===== src/rtl/core/acs_pkg.sv =====
// Package for the affinity context scheduler: sizes, codes, control structs.
// No dependencies.
`default_nettype none
package acs_pkg;
    localparam int CORES = 2;
    localparam int THREADS_PER_CORE = 2;
    localparam int NODES = CORES * THREADS_PER_CORE;
    localparam int NW = 2;
    localparam int MAX_CTX = 16;
    localparam int CW = 4;
    localparam int TW = 48;
    localparam logic [31:0] QUANTUM_RESET = 32'd100000;

    localparam logic [1:0] REQ_TICK  = 2'd0;
    localparam logic [1:0] REQ_WRITE = 2'd1;
    localparam logic [1:0] REQ_DRAIN = 2'd2;
    localparam logic [1:0] REQ_NOP   = 2'd3;

    // Datapath operation codes issued by the controller
    typedef enum logic [3:0] {
        OP_NONE   = 4'd0,
        OP_LOAD   = 4'd1,  // apply write/drain, bump cycle count on a tick
        OP_CHECK  = 4'd2,  // decide whether a pass runs
        OP_MAP    = 4'd3,  // map entry at scan index
        OP_EVICT  = 4'd4,  // node eviction decisions (uses rival flag)
        OP_RIVAL  = 4'd5,  // scan entry for rival
        OP_UNMAP  = 4'd6,  // unmap scan entry if stale
        OP_PICK   = 4'd7,  // allocation candidate scan
        OP_ALLOC  = 4'd8,  // commit allocation
        OP_OLDEST = 4'd9,  // oldest alloc time fold, one node
        OP_EMIT   = 4'd10  // present one result
    } t_op;

    typedef struct packed {
        t_op             op;
        logic [CW-1:0]   idx;
        logic [NW-1:0]   node;
        logic            first;
    } t_cmd;

    typedef struct packed {
        logic is_tick;
        logic run;
    } t_stat;
endpackage
`default_nettype wire


===== src/rtl/core/acs_ctrl.sv =====
// Controller state machine for the affinity context scheduler.
// Depends on acs_pkg.
`default_nettype none
module acs_ctrl (
    input  wire              i_clk,
    input  wire              i_rst_n,
    input  wire              i_start,
    output logic             o_busy,
    output acs_pkg::t_cmd    o_cmd,
    input  acs_pkg::t_stat   i_stat
);
    import acs_pkg::*;

    typedef enum logic [10:0] {
        S_IDLE   = 11'b00000000001,
        S_LOAD   = 11'b00000000010,
        S_CHECK  = 11'b00000000100,
        S_MAP    = 11'b00000001000,
        S_RIVAL  = 11'b00000010000,
        S_EVICT  = 11'b00000100000,
        S_UNMAP  = 11'b00001000000,
        S_PICK   = 11'b00010000000,
        S_ALLOC  = 11'b00100000000,
        S_OLDEST = 11'b01000000000,
        S_EMIT   = 11'b10000000000
    } t_state;

    t_state          r_state, n_state;
    logic [CW-1:0]   r_idx, n_idx;
    logic [NW-1:0]   r_node, n_node;
    logic            last_idx, last_node;

    assign last_idx  = (r_idx == CW'(MAX_CTX - 1));
    assign last_node = (r_node == NW'(NODES - 1));

    // Next state and scan counters
    always_comb begin
        n_state = r_state;
        n_idx   = r_idx;
        n_node  = r_node;
        o_cmd   = '{op: OP_NONE, idx: r_idx, node: r_node, first: (r_idx == '0)};
        case (r_state)
            S_IDLE: begin
                if (i_start) n_state = S_LOAD;
            end
            S_LOAD: begin
                o_cmd.op = OP_LOAD;
                n_state = i_stat.is_tick ? S_CHECK : S_EMIT;
                n_idx = '0;
                n_node = '0;
            end
            S_CHECK: begin
                o_cmd.op = OP_CHECK;
                n_state = i_stat.run ? S_MAP : S_EMIT;
            end
            S_MAP: begin
                o_cmd.op = OP_MAP;
                n_idx = r_idx + 1'b1;
                if (last_idx) n_state = S_RIVAL;
            end
            S_RIVAL: begin
                o_cmd.op = OP_RIVAL;
                n_idx = r_idx + 1'b1;
                if (last_idx) n_state = S_EVICT;
            end
            S_EVICT: begin
                o_cmd.op = OP_EVICT;
                n_state = S_UNMAP;
            end
            S_UNMAP: begin
                o_cmd.op = OP_UNMAP;
                n_idx = r_idx + 1'b1;
                if (last_idx) n_state = S_PICK;
            end
            S_PICK: begin
                o_cmd.op = OP_PICK;
                n_idx = r_idx + 1'b1;
                if (last_idx) n_state = S_ALLOC;
            end
            S_ALLOC: begin
                o_cmd.op = OP_ALLOC;
                n_node = r_node + 1'b1;
                n_state = last_node ? S_OLDEST : S_RIVAL;
            end
            S_OLDEST: begin
                o_cmd.op = OP_OLDEST;
                o_cmd.first = (r_node == '0);
                n_node = r_node + 1'b1;
                if (last_node) n_state = S_EMIT;
            end
            S_EMIT: begin
                o_cmd.op = OP_EMIT;
                n_node = r_node + 1'b1;
                if (last_node) n_state = S_IDLE;
            end
            default: n_state = S_IDLE;
        endcase
    end

    always_ff @(posedge i_clk) begin
        if (!i_rst_n) begin
            r_state <= S_IDLE;
            r_idx   <= '0;
            r_node  <= '0;
        end else begin
            r_state <= n_state;
            r_idx   <= n_idx;
            r_node  <= n_node;
        end
    end

    assign o_busy = (r_state != S_IDLE);
endmodule
`default_nettype wire


===== src/rtl/core/acs_dp.sv =====
// Datapath for the affinity context scheduler: context table, node state,
// time registers, result register. Depends on acs_pkg.
`default_nettype none
module acs_dp (
    input  wire                 i_clk,
    input  wire                 i_rst_n,
    input  wire                 i_start,
    input  wire                 i_busy,
    input  acs_pkg::t_cmd       i_cmd,
    output acs_pkg::t_stat      o_stat,
    input  wire                 i_cfg_we,
    input  wire  [31:0]         i_cfg_wdata,
    input  wire  [1:0]          i_req_type,
    input  wire  [3:0]          i_ctx_id,
    input  wire                 i_ctx_running,
    input  wire                 i_ctx_finished,
    input  wire  [3:0]          i_ctx_affinity,
    input  wire  [1:0]          i_node_id,
    input  wire  [3:0]          i_pipeline_empty_mask,
    output logic                o_result_valid,
    output logic [1:0]          o_out_node,
    output logic                o_alloc_valid,
    output logic [3:0]          o_alloc_ctx,
    output logic                o_evict_waiting,
    output logic                o_pass_ran,
    output logic                o_last
);
    import acs_pkg::*;

    logic [31:0]          r_quantum;
    logic [1:0]           r_req;
    logic [CW-1:0]        r_id;
    logic                 r_run_in, r_fin_in;
    logic [3:0]           r_aff_in;
    logic [NW-1:0]        r_nid;
    logic [3:0]           r_empty;
    logic                 r_ran;

    logic [MAX_CTX-1:0]   r_valid, r_running, r_finished, r_mapped;
    logic [3:0]           r_aff  [MAX_CTX];
    logic [NW-1:0]        r_enode[MAX_CTX];
    logic [TW-1:0]        r_atime[MAX_CTX];
    logic [TW-1:0]        r_etime[MAX_CTX];
    logic [NODES-1:0]     r_nbusy, r_nflag;
    logic [CW-1:0]        r_holder[NODES];
    logic [4:0]           r_mcount[NODES];
    logic [TW-1:0]        r_cycle, r_oldest;
    logic                 r_pending;

    // scan scratch
    logic                 r_rival, r_found;
    logic [CW-1:0]        r_pick;
    logic [TW-1:0]        r_oacc;

    logic [CW-1:0]        idx, h;
    logic [NW-1:0]        nd;
    logic                 aff_hn, empty_n;
    logic [TW:0]          q_lim_h, q_lim_o;
    logic                 exp_h, exp_o;
    logic [NW-1:0]        best;
    logic                 best_ok;
    logic                 on_node;

    assign idx = i_cmd.idx;
    assign nd  = i_cmd.node;
    assign h   = r_holder[nd];
    assign aff_hn  = r_aff[h][nd];
    assign empty_n = r_empty[nd];
    assign q_lim_h = {1'b0, r_atime[h]} + {17'd0, r_quantum};
    assign q_lim_o = {1'b0, r_oldest} + {17'd0, r_quantum};
    assign exp_h = ({1'b0, r_cycle} >= q_lim_h);
    assign exp_o = ({1'b0, r_cycle} >= q_lim_o);
    assign on_node = r_mapped[idx] && (r_enode[idx] == nd);

    // least-loaded affine node for the scan entry
    always_comb begin
        best = '0;
        best_ok = 1'b0;
        for (int n = 0; n < NODES; n++) begin
            if (n < 4 && r_aff[idx][n]) begin
                if (!best_ok || r_mcount[n] < r_mcount[best]) begin
                    best = NW'(n);
                    best_ok = 1'b1;
                end
            end
        end
    end

    assign o_stat.is_tick = (r_req == REQ_TICK);
    assign o_stat.run     = exp_o || r_pending;

    always_ff @(posedge i_clk) begin
        if (!i_rst_n) begin
            r_quantum <= QUANTUM_RESET;
            r_valid <= '0; r_running <= '0; r_finished <= '0; r_mapped <= '0;
            r_nbusy <= '0; r_nflag <= '0;
            r_cycle <= '0; r_oldest <= '0; r_pending <= 1'b0;
            r_ran <= 1'b0;
            o_result_valid <= 1'b0; o_out_node <= '0; o_alloc_valid <= 1'b0;
            o_alloc_ctx <= '0; o_evict_waiting <= 1'b0; o_pass_ran <= 1'b0;
            o_last <= 1'b0;
            for (int i = 0; i < MAX_CTX; i++) begin
                r_atime[i] <= '0;
                r_etime[i] <= '0;
            end
            for (int n = 0; n < NODES; n++) begin
                r_holder[n] <= '0;
                r_mcount[n] <= '0;
            end
        end else begin
            o_result_valid <= (i_cmd.op == OP_EMIT);
            if (i_cfg_we) r_quantum <= i_cfg_wdata;
            // capture transaction
            if (i_start && !i_busy) begin
                r_req <= i_req_type; r_id <= i_ctx_id; r_run_in <= i_ctx_running;
                r_fin_in <= i_ctx_finished; r_aff_in <= i_ctx_affinity;
                r_nid <= i_node_id; r_empty <= i_pipeline_empty_mask;
            end
            case (i_cmd.op)
                OP_LOAD: begin
                    r_ran <= 1'b0;
                    if (r_req == REQ_TICK) begin
                        r_cycle <= r_cycle + 1'b1;
                    end else if (r_req == REQ_WRITE) begin
                        r_valid[r_id] <= 1'b1;
                        r_running[r_id] <= r_run_in;
                        r_finished[r_id] <= r_fin_in;
                        r_aff[r_id] <= r_aff_in;
                        r_pending <= 1'b1;
                    end else if (r_req == REQ_DRAIN) begin
                        if (r_nbusy[r_nid] && r_nflag[r_nid]) begin
                            r_etime[r_holder[r_nid]] <= r_cycle;
                            r_nbusy[r_nid] <= 1'b0;
                            r_nflag[r_nid] <= 1'b0;
                        end
                    end
                end
                OP_CHECK: begin
                    if (o_stat.run) begin
                        r_pending <= 1'b0;
                        r_ran <= 1'b1;
                    end
                end
                OP_MAP: begin
                    if (r_valid[idx] && r_running[idx] && !r_mapped[idx] && best_ok) begin
                        r_mapped[idx] <= 1'b1;
                        r_enode[idx] <= best;
                        r_mcount[best] <= r_mcount[best] + 1'b1;
                    end
                end
                OP_RIVAL: begin
                    if (idx != h && on_node && r_running[idx]) r_rival <= 1'b1;
                    else if (i_cmd.first) r_rival <= 1'b0;
                end
                OP_EVICT: begin
                    if (r_nbusy[nd] && !r_nflag[nd]) begin
                        if (!r_running[h] || !aff_hn || (exp_h && r_rival)) begin
                            if (empty_n) begin
                                r_etime[h] <= r_cycle;
                                r_nbusy[nd] <= 1'b0;
                                r_nflag[nd] <= 1'b0;
                            end else begin
                                r_nflag[nd] <= 1'b1;
                            end
                        end else if (exp_h) begin
                            r_atime[h] <= r_cycle;
                        end
                    end
                end
                OP_UNMAP: begin
                    if (on_node && !(r_nbusy[nd] && h == idx)) begin
                        if (!r_aff[idx][nd] || r_finished[idx]) begin
                            r_mapped[idx] <= 1'b0;
                            if (r_mcount[nd] != '0) r_mcount[nd] <= r_mcount[nd] - 1'b1;
                            if (r_finished[idx]) r_valid[idx] <= 1'b0;
                        end
                    end
                end
                OP_PICK: begin
                    if (on_node && r_aff[idx][nd] && r_running[idx] &&
                        (!(r_found && !i_cmd.first) || r_etime[r_pick] > r_etime[idx])) begin
                        r_found <= 1'b1;
                        r_pick <= idx;
                    end else if (i_cmd.first) begin
                        r_found <= 1'b0;
                    end
                end
                OP_ALLOC: begin
                    if (!r_nbusy[nd] && r_found) begin
                        r_atime[r_pick] <= r_cycle;
                        r_nbusy[nd] <= 1'b1;
                        r_holder[nd] <= r_pick;
                        r_nflag[nd] <= 1'b0;
                    end
                end
                OP_OLDEST: begin
                    if (r_nbusy[nd] && !r_nflag[nd] &&
                        r_atime[h] < (i_cmd.first ? r_cycle : r_oacc)) begin
                        r_oacc <= r_atime[h];
                        if (nd == NW'(NODES - 1)) r_oldest <= r_atime[h];
                    end else begin
                        r_oacc <= i_cmd.first ? r_cycle : r_oacc;
                        if (nd == NW'(NODES - 1)) r_oldest <= i_cmd.first ? r_cycle : r_oacc;
                    end
                end
                OP_EMIT: begin
                    o_out_node <= nd;
                    o_alloc_valid <= r_nbusy[nd];
                    o_alloc_ctx <= r_nbusy[nd] ? h : '0;
                    o_evict_waiting <= r_nbusy[nd] && r_nflag[nd];
                    o_pass_ran <= r_ran;
                    o_last <= (nd == NW'(NODES - 1));
                end
                default: ;
            endcase
        end
    end
endmodule
`default_nettype wire


===== src/rtl/core/affinity_context_scheduler.sv =====
// A tick that runs a pass makes one table scan to map, then for each node three
// 16-entry scans plus two steps, then an oldest-time step and a result per node.
// Writes and drains load, then emit; a tick with no pass loads, checks, emits.
// One transaction at a time; results are registered, one per cycle, unstalled.
// Reset is synchronous, active low; quantum resets to 100000.
// Top level: controller and datapath. Depends on acs_pkg, acs_ctrl, acs_dp.
`default_nettype none
module affinity_context_scheduler (
    input  wire          i_clk,
    input  wire          i_rst_n,
    input  wire          start,
    output logic         busy,
    input  wire          i_cfg_we,
    input  wire  [31:0]  i_cfg_wdata,
    input  wire  [1:0]   i_req_type,
    input  wire  [3:0]   i_ctx_id,
    input  wire          i_ctx_running,
    input  wire          i_ctx_finished,
    input  wire  [3:0]   i_ctx_affinity,
    input  wire  [1:0]   i_node_id,
    input  wire  [3:0]   i_pipeline_empty_mask,
    output logic         o_result_valid,
    output logic [1:0]   o_out_node,
    output logic         o_alloc_valid,
    output logic [3:0]   o_alloc_ctx,
    output logic         o_evict_waiting,
    output logic         o_pass_ran,
    output logic         o_last
);
    import acs_pkg::*;

    t_cmd  cmd;
    t_stat stat;

    acs_ctrl u_ctrl (
        .i_clk(i_clk), .i_rst_n(i_rst_n), .i_start(start), .o_busy(busy),
        .o_cmd(cmd), .i_stat(stat)
    );

    acs_dp u_dp (
        .i_clk(i_clk), .i_rst_n(i_rst_n), .i_start(start), .i_busy(busy),
        .i_cmd(cmd), .o_stat(stat),
        .i_cfg_we(i_cfg_we), .i_cfg_wdata(i_cfg_wdata),
        .i_req_type(i_req_type), .i_ctx_id(i_ctx_id),
        .i_ctx_running(i_ctx_running), .i_ctx_finished(i_ctx_finished),
        .i_ctx_affinity(i_ctx_affinity), .i_node_id(i_node_id),
        .i_pipeline_empty_mask(i_pipeline_empty_mask),
        .o_result_valid(o_result_valid), .o_out_node(o_out_node),
        .o_alloc_valid(o_alloc_valid), .o_alloc_ctx(o_alloc_ctx),
        .o_evict_waiting(o_evict_waiting), .o_pass_ran(o_pass_ran),
        .o_last(o_last)
    );
endmodule
`default_nettype wire


===== config.mk =====
export PLATFORM = sky130hd
export DESIGN_NAME = affinity_context_scheduler
export DESIGN_NICKNAME = d
export VERILOG_FILES = /design/src/rtl/core/acs_pkg.sv /design/src/rtl/core/acs_ctrl.sv /design/src/rtl/core/acs_dp.sv /design/src/rtl/core/affinity_context_scheduler.sv
export SDC_FILE = /design/constraint.sdc
export NUM_CORES = 2
export LEC_CHECK = 0
export BUFFER_PORTS_ARGS = -buffer_cell sky130_fd_sc_hd__buf_2
export CORE_ASPECT_RATIO = 0.8
export CORE_MARGIN = 5
export CORE_UTILIZATION = 55
export CTS_CLUSTER_DIAMETER = 100
export DETAILED_ROUTE_END_ITERATION = 6
export PLACE_DENSITY_LB_ADDON = 0.12
export SKIP_LAST_GASP = 1
export SLEW_MARGIN = 30
export SYNTH_ARGS = -nofsm -noshare
export SYNTH_HDL_FRONTEND = slang
export SYNTH_SLANG_ARGS = --single-unit

===== constraint.sdc =====
create_clock -name i_clk -period 13.1 [get_ports i_clk]
set_clock_uncertainty 0.05 [all_clocks]
set_input_delay 2.62 -clock i_clk [delete_from_list [all_inputs] [get_ports i_clk]]
set_output_delay 2.62 -clock i_clk [all_outputs]
set_load 0.03 [all_outputs]

==> results.yml <==
clock_tree:
  cts.sinks: 1982
  post_cts_buffers: 0
  cts_resized: 0
  cts_tree: "yes"
  clock_path_buffers: 3
  root_buffer: "clkbuf_16"
  clock_latency_ns: 0.85
  cts_hold_buffers: 0
  cts.clk_slew.worst_paths_ns: 0.06
  cts_buffers: 199
  h-tree-depth: 4
routing:
  wl_um: 293000
  wire_per_inst_um: 28.8
  drtIter0Drc: 7324
  via_count: 65500
  drtPass1Iterations: 7
  drc: 2
  viasPerCell: 6.46
  postRouteAntennaNets: 0
timing:
  fin_crit_sh_pct: 84.0
  tightest_slew_ns: 1.10
  slew_violations: 0
  fmax_mhz: 90.9
  finalSetupTns_ns: 0
  finalSetupViolCount: 0
  hold_violations: 0
  rsz0062_at_grt: "no"
  hold_slack_ns: 0.409
  worst_slack_ns: 2.10
  slew_headroom_pct: 26.4
  period_needed_ns: 11.00
critical_path:
  critPathMaxFanout: 63
  cp-end-kind: "flop"
  cp-start-kind: "flop"
  path_class: "flop to flop"
  cp.arrival_ns: 11.39
  cp.required_ns: 13.49
synthesis:
  syn_inst: 7692
  syn_area_mm2: 0.103
  ys_top_cells_by_count: "1740 x edfxtp_1, 1161 x nor2_1, 777 x nor2b_1"
  syn-num-nets: 8027
  synth_cell_type_count: 91
  ys_warn_count: 0
  synth_ff_type: "edfxtp_1"
  synth.most_common_cell: "edfxtp_1"
  ys_seq_elements: 1982
  yosysTopAreaCellShare_pct: 50.9
  ys_seq_area_share_pct: 55.7
  synth_edf_count: 1740
  synthArstFlopShare_pct: 0
  synth_area_leaders: "edfxtp_1 51%, mux4_2 15%, nor2b_1 4.7%, dfxtp_1 4.7%, nor2_1 4.2%"
  syn_avg_cell_area_um2: 13.3
  yosys.area.top_type: "edfxtp_1"
outcome:
  violations: "DRC"
  status: "finished, violations left"
power_and_ir_drop:
  powerDensity_mw_per_mm2: 122
  p_seq_share_pct: 52.2
  clockPowerShare_pct: 41.7
  p_int_mw: 10.5
  p_leak_nw: 37.6
  switching_share_pct: 23.0
  ir_drop_mv: 0.128
  p_sw_mw: 3.13
  p_comb_share_pct: 6.1
  power.total_mw: 13.6
global_routing:
  grt_pass1_wl_um: 433000
  grt_usage_pct: 29.7
  grt_max_degree: 166
  antenna_found_initial: 16
  gr-total-overflow: 0
  grt_pass1_vias: 65800
floorplanning:
  io_pins: 66
  die_x_um: 493
  die_area_mm2: 0.195
  core_area_mm2: 0.185
  start_util_pct: 55.4
  rows: 141
  die_h_um: 396
layout:
  nets: 7870
  syn2layout_area_growth_pct: 9.13
  post-route-util_pct: 60.5
  final_layout_size_suffix_gt1_share_pct: 17.7
place:
  post-dp-hpwl_um: 176000
  globalplace.congestion: 0.933
  port_buffers: 65
  post-place-ws_ns: 2.07
run:
  cap_viol_max_count: 0
min_path:
  min_path_type: "flop to flop"
[layout by cell type (no fill, tap or decap), types with 146 or more instances in the layout]
cell type  count
clkbuf_16    204
a21oi_1      203
ha_1         279
mux4_2       697
dfxtp_1      234
nor2b_1      777
buf_4        146
edfxtp_1    1740
nand2_1      464
mux2i_1      317
nor2_1      1153
[power by group through the flow]
stage          clock network, mW  logic, mW  registers, mW
2_1_floorplan                  0      0.547           7.22
3_3_place_gp                   0      0.809           7.24
3_5_place_dp                   0      0.822           7.25
4_1_cts                     5.75      0.825           7.11
5_1_grt                     6.03      0.886           7.13
6_report                    5.69      0.831           7.12
[critical path, stage by stage (launching register included)]
cell	delay, ns
dfxtp_1	0.90
mux4_4	0.81
buf_12	0.48
mux4_2	0.57
mux2i_1	0.24
mux2i_1	0.24
ha_1	0.47
nand3_1	0.16
nor3_1	0.27
o221ai_1	0.20
o211ai_1	0.29
a41oi_1	0.37
o31ai_2	0.82
nand2_1	0.22
nor3b_1	0.28
xnor2_1	0.10
ha_1	0.35
nand4_1	0.24
nor4_1	0.34
o21ai_0	0.28
a31oi_1	0.50
o211ai_4	0.19
a211oi_4	0.25
buf_4	0.44
a31oi_4	0.12
buf_4	0.40
nand2_4	0.83
[final cells by class]
type | count | area [um^2]
clock inverter | 123 | 1100
clock buffer | 248 | 5320
multi-input combinational | 5011 | 43100
tap | 2431 | 3040
antenna | 7 | 17.5
inverter | 111 | 422
timing repair buffer | 230 | 1790
sequential | 1982 | 57100
fill | 14200 | 73100
[per-layer routing]
| metal | share of wire, % | GRT usage, % | routed length [um] |
|---|---|---|---|
| met5 | 0.015 | 0 | 45 |
| met4 | 3.1 | 9.00 | 9060 |
| met3 | 9.7 | 5.97 | 28400 |
| met2 | 46 | 46.7 | 135000 |
| met1 | 41 | 42.3 | 120000 |
[registers in the layout, indices dropped and copies added, names as in the netlist, 32 cells and up, named ones only]
| signal | cells |
|---|---|
| u_dp.r_quantum | 32 |
| u_dp.r_etime | 768 |
| u_dp.r_atime | 768 |
| u_dp.r_oldest | 48 |
| u_dp.r_cycle | 48 |
| u_dp.r_aff | 64 |
| u_dp.r_enode | 32 |
| u_dp.r_oacc | 48 |
[path summary, 6_finish.rpt]
path	from	endpoint	slack, ns	depth (start not counted)
hold reg to reg	u_dp.r_finished[1]	u_dp.r_finished[1]	0.41	2
hold / removal	u_dp.r_finished[1]	u_dp.r_finished[1]	0.41	2
setup / recovery	flop	u_dp.r_etime[13][23]	2.10	26
setup reg to reg	flop	u_dp.r_etime[13][23]	2.10	26
[logic make-up after synthesis]
group                      synth area share, %
and+or+nand+nor                           13.0
DFF                                       55.7
muxes                                     18.8
AOI/OAI and AO/OA                         4.95
buffers and inverters                     2.96
adders and majority gates                 3.44
xor gates and xnor gates                  1.23
[stage by stage]
stage	area [um^2]	cells
2_1_floorplan	103000	7692
3_3_place_gp	105000	9764
3_5_place_dp	105000	9765
4_1_cts	112000	10100
5_1_grt	112000	10100
6_report	112000	10100
(Power assumes the default switching activity.)
